**src/design/tbc_pkg.sv**
```systemverilog
// shared types, constants and helpers for the triangle block coverage unit
// used by tbc_emit, triangle_block_coverage and tbc_checker; no dependencies
package tbc_pkg;

    // block geometry
    localparam int BLOCK_SIZE    = 8;
    localparam int QUAD_W        = 4;
    localparam int QUADS_PER_ROW = BLOCK_SIZE / QUAD_W;
    localparam int NUM_QUADS     = BLOCK_SIZE * QUADS_PER_ROW;
    localparam int NUM_EDGES     = 3;

    // field widths
    localparam int COORD_W = 11;
    localparam int TAG_W   = 16;
    localparam int VERT_W  = 16;
    localparam int EDGE_W  = 32;
    localparam int SUBPIX  = 4;

    // fragment kinds
    localparam logic FRAG_FULL = 1'b0;
    localparam logic FRAG_QUAD = 1'b1;

    typedef logic [EDGE_W-1:0]  edge_val_t;
    typedef logic [QUAD_W-1:0]  quad_mask_t;
    typedef logic [COORD_W-1:0] coord_t;
    typedef logic [TAG_W-1:0]   tag_t;

    // one classified block handed from the coverage pipeline to the emitter
    typedef struct packed {
        logic                            full;
        quad_mask_t [NUM_QUADS-1:0]      masks;
        coord_t                          bx;
        coord_t                          by;
        tag_t                            tag;
    } cover_item_t;

    // a point lies inside an edge when the edge value is strictly positive
    function automatic logic edge_inside(edge_val_t v);
        return (v != '0) && !v[EDGE_W-1];
    endfunction

endpackage

```
**src/design/tbc_emit.sv**
```systemverilog
// fragment emitter: holds the quad masks of one block and sends one fragment per transfer
// depends on tbc_pkg
module tbc_emit
    import tbc_pkg::*;
(
    input  logic        aclk,
    input  logic        aresetn,
    input  logic        in_valid,
    output logic        in_ready,
    input  cover_item_t in_item,
    output logic        m_valid,
    input  logic        m_ready,
    output logic        m_frag_kind,
    output coord_t      m_frag_x,
    output coord_t      m_frag_y,
    output quad_mask_t  m_cover_mask,
    output tag_t        m_frag_tag,
    output logic        m_last
);

    localparam int QIDX_W = $clog2(NUM_QUADS);

    logic                       em_valid_reg;
    logic                       em_full_reg;
    logic [NUM_QUADS-1:0]       em_pend_reg;
    quad_mask_t [NUM_QUADS-1:0] em_masks_reg;
    coord_t                     em_bx_reg;
    coord_t                     em_by_reg;
    tag_t                       em_tag_reg;

    logic [NUM_QUADS-1:0] pend_next;
    logic [NUM_QUADS-1:0] cur_onehot;
    logic [NUM_QUADS-1:0] rest;
    logic [QIDX_W-1:0]    cur_idx;
    logic                 cur_last;
    logic                 out_fire;
    logic                 load;
    logic                 em_valid_next;

    // quads of the incoming block that carry any covered pixel
    always_comb begin
        for (int q = 0; q < NUM_QUADS; q++) begin
            pend_next[q] = (in_item.masks[q] != '0);
        end
    end

    // lowest pending quad goes out next
    assign cur_onehot = em_pend_reg & (~em_pend_reg + NUM_QUADS'(1));
    assign rest       = em_pend_reg & ~cur_onehot;

    always_comb begin
        cur_idx = '0;
        for (int q = 0; q < NUM_QUADS; q++) begin
            if (cur_onehot[q]) begin
                cur_idx = cur_idx | QIDX_W'(q);
            end
        end
    end

    assign cur_last = em_full_reg || (rest == '0);
    assign out_fire = em_valid_reg && m_ready;
    assign in_ready = !em_valid_reg || (out_fire && cur_last);
    assign load     = in_valid && in_ready;
    // blocks with nothing to emit are taken and dropped here
    assign em_valid_next = load ? (in_item.full || (pend_next != '0))
                         : (out_fire && cur_last) ? 1'b0 : em_valid_reg;

    // control state
    always_ff @(posedge aclk) begin
        if (!aresetn) begin
            em_valid_reg <= 1'b0;
        end else begin
            em_valid_reg <= em_valid_next;
        end
    end

    // block payload and pending quads
    always_ff @(posedge aclk) begin
        if (load) begin
            em_full_reg  <= in_item.full;
            em_pend_reg  <= in_item.full ? '0 : pend_next;
            em_masks_reg <= in_item.masks;
            em_bx_reg    <= in_item.bx;
            em_by_reg    <= in_item.by;
            em_tag_reg   <= in_item.tag;
        end else if (out_fire) begin
            em_pend_reg  <= rest;
        end
    end

    // fragment fields, quad index is row then half
    assign m_valid      = em_valid_reg;
    assign m_frag_kind  = em_full_reg ? FRAG_FULL : FRAG_QUAD;
    assign m_frag_x     = em_full_reg ? em_bx_reg
                        : COORD_W'(em_bx_reg + COORD_W'(cur_idx[0]) * COORD_W'(QUAD_W));
    assign m_frag_y     = em_full_reg ? em_by_reg
                        : COORD_W'(em_by_reg + COORD_W'(cur_idx[QIDX_W-1:1]));
    assign m_cover_mask = em_full_reg ? '0 : em_masks_reg[cur_idx];
    assign m_frag_tag   = em_tag_reg;
    assign m_last       = cur_last;

endmodule

```
**config.mk**
```make
export PLATFORM = sky130hd
export DESIGN_NAME = tbc_emit
export DESIGN_NICKNAME = d
export VERILOG_FILES = /design/src/design/tbc_pkg.sv /design/src/design/tbc_emit.sv
export SDC_FILE = /design/constraint.sdc
export NUM_CORES = 1
export LEC_CHECK = 0
export BUFFER_PORTS_ARGS = -buffer_cell sky130_fd_sc_hd__buf_4
export CORE_MARGIN = 2
export CORE_UTILIZATION = 49
export DETAILED_ROUTE_END_ITERATION = 10
export PLACE_DENSITY = 0.83
export SYNTH_ARGS = -nofsm -noshare
export SYNTH_HDL_FRONTEND = slang
export SYNTH_SLANG_ARGS = --single-unit
```
**constraint.sdc**
```tcl
create_clock -name aclk -period 6.2 [get_ports aclk]
set_clock_uncertainty 0.05 [all_clocks]
set_input_delay 0.31 -clock aclk [delete_from_list [all_inputs] [get_ports aclk]]
set_output_delay 0.31 -clock aclk [all_outputs]
set_load 0.1 [all_outputs]
```
==> run summary <==
Peak Freq -> 0.2133 GHz
final wirelength -> 13570 um
commonest cells after routing, fill and taps aside -> buf_4, edfxtp_1, mux2i_1
DRC viols -> 0
Area Growth Syn to Fin -> 33.16%
dpl cell area -> 6805 um2
share of layout cells above drive strength 1 -> 37.07%
CTS resizes -> 0
Syn Inst Count -> 380
yosys warns -> 0
max reg flops -> 64
post-synth cell types -> 55
cells on worst reg2reg path -> 8
Synth Area per Inst -> 14.58 um2
initial drt markers -> 302
top-area cell type share of the netlist area -> 64.51%
Clock Latency Late Sink -> 0.41 ns
nature of the critical path startpoint -> register
CP Data Required Time -> 5.84 ns
Yosys reg bits -> 120
largest net degree at the start of global routing -> 83
critical path, cell by cell -> nor4_4 -> nand3b_1 -> o211ai_1 -> buf_4 -> ha_1 -> inv_1 -> fa_1 -> inv_1 -> a21oi_1 -> nor3b_1 -> nand3_1 -> xnor2_1 -> buf_4
hold buffers post-CTS -> 0
Worst-Margin Slew -> 0.9895 ns
clock-pin slew on the worst setup and hold paths -> 0.05 ns
outcome -> finished clean
Final Hold Fails -> 0
die height -> 110.3 um
slowest stage delay, CP -> 0.61 ns
drt wl/cell -> 19.58 um
Setup TNS -> 0 ns
Crit path arrival time -> 4.33 ns
max-slew violations -> 0
Util after Layout -> 67.45%
H-Tree Depth -> 4
NumNets Final -> 653
first-pass GRT wire length -> 20520 um
CP endpoint kind -> primary output
# Post-CTS Setup Buffers -> 0
MaxCap Viol Count -> 0
worst path bufs/invs -> 4
Pre-antenna DRT Iters -> 5
Routability Congestion -> 0.9023
Synth Flop Type -> edfxtp_1
Finished Cell Area -> 7376 um2
post-DP HPWL -> 9948 um
maximum clock path buffer count -> 2
clk sinks -> 120
leakage power figure -> 2.892 nW
HP Start -> in_item[15]
crit-path leading delay family -> simple AND/OR/NAND/NOR gates
# setup viols final -> 0
TritonCTS buffer count -> 17
PortBufs -> 152
worst r2r src -> em_pend_reg[8]
Seq/Total Area, Yosys -> 64.87%
grt ovf -> 0
Pwr Density -> 330.6 nW/um2
top post-synthesis cells by area -> edfxtp_1, mux2i_1, nor4_1
row count -> 38
commonest non-fill, non-tap cell in the layout -> buf_4
core box area -> 10940 um2
fill cell count -> 761
Worst Hold Class -> input port to register
Syn Std Cell Area -> 5539 um2
FFs w/ async S/R, synth -> 0%
vias in the first global route -> 4096
Worst Setup Path Type -> register to primary output
Total GRT Usage -> 23.50%
EDFF count, synth -> 119
post-synthesis net count -> 493
RSZ-0062 raised after global routing -> no
DR vias -> 3937
ANT nets after route -> 0
period utilization -> 75.60%
Initial Utilization -> 50.65%
setup slack, reg-to-reg -> 1.90 ns
root buffer cell -> clkbuf_16
VDD IR-drop max -> 323.5 uV
hold endpoint -> m_frag_tag[15]
Worst Path Max Fanout -> 27
CP max-delay cell -> nor4_4
initial antenna violation count -> 0
vias per cell -> 5.681
WHS Path Cells -> 1
minimum clock period -> 4.687 ns
Die ar. -> 12170 um2
r2r endpoint -> em_masks_reg[43]
n_diodes -> 0
number of I/O pins -> 153
Die X-Extent -> 110.3 um
max_slew headroom -> 34.03%
CTS tree -> done
largest area contributor in the netlist -> edfxtp_1
==> power breakdown <==
group	leakage [nW]	internal, mW	switching [mW]	total (mW)
clock	0.271	0.624	0.331	0.954
sequential	1.16	0.963	0.0415	1.00
combinational	1.47	0.155	0.324	0.479
total	2.89	1.74	0.697	2.44
==> how the worst max path moves through the flow <==
stage	slack, ns	cells after the start	endpoint	startpoint
finish	1.51	13	m_frag_y[6]	em_pend_reg[0]
global route	1.11	13	m_frag_y[10]	em_pend_reg[0]
CTS	1.51	13	m_frag_y[6]	em_pend_reg[0]
detailed placement	1.92	8	em_masks_reg[43]	em_pend_reg[8]
global placement	2.09	8	em_masks_reg[1]	em_pend_reg[8]
floorplan	0.28	8	em_bx_reg[0]	em_pend_reg[9]
==> synthesized netlist by cell type, drive strengths merged, types with 2 or more instances <==
library cell	count
nand3	8
or4	3
buf	9
xnor2	9
nor4b	5
o21ai	11
o211ai	3
nand4	9
or3	2
a21boi	3
nor3	7
o31ai	4
or2	12
nor3b	3
ha	5
inv	9
a22o	4
xor2	7
nor2	13
clkbuf	5
nand2	18
mux2i	52
mux2	7
a21oi	4
o22ai	6
a221o	4
edfxtp	119
nor4	20
and3	4
==> cells by family (layout without fill, tap and decap cells) <==
| group | after synthesis | count (layout) | share of synthesized area, % |
|---|---|---|---|
| simple gates | 107 | 107 | 11.43 |
| xor+xnor | 16 | 16 | 2.530 |
| mux | 59 | 59 | 10.82 |
| fa+ha+maj | 7 | 7 | 1.672 |
| buf+inv | 23 | 196 | 1.965 |
| flops | 120 | 120 | 64.87 |
| compound gates | 48 | 48 | 6.709 |
==> area by class of cell <==
| type | instances | area (um2) | share of cell area [%] |
|---|---|---|---|
| repair buffers | 155 | 1164 | 15.78 |
| well taps | 140 | 175.2 | 2.375 |
| multi-input cells | 237 | 1837 | 24.90 |
| inverters | 9 | 36.28 | 0.4919 |
| flip-flops and latches | 120 | 3593 | 48.72 |
| clock inverters | 11 | 130.1 | 1.764 |
| clock buffers | 21 | 440.4 | 5.971 |
==> routing by layer <==
| metal | global-route usage [%] | vias up | wire length (um) |
|---|---|---|---|
| li1 | - | 1827 | - |
| met1 | 26.80 | 1888 | 5384 |
| met2 | 41.72 | 207 | 6860 |
| met3 | 7.584 | 15 | 1126 |
| met4 | 7.768 | 0 | 197 |
| met5 | 0 | - | 0 |
==> through the flow <==
| stage | worst slack, ns | power (mW) | hold WS, ns | instances |
|---|---|---|---|---|
| final | 1.513 | 2.439 | 0.02632 | 693 |
| after global routing | 1.113 | 2.514 | 0.008568 | 693 |
| after CTS | 1.509 | 2.448 | 0.01145 | 693 |
| after detailed placement | 1.921 | 1.497 | 0.4395 | 661 |
| after global placement | 2.090 | 1.486 | 0.4383 | 661 |
| after floorplan | 0.2841 | 1.351 | 0.3589 | 380 |
Power figures use the tool's default switching activity.
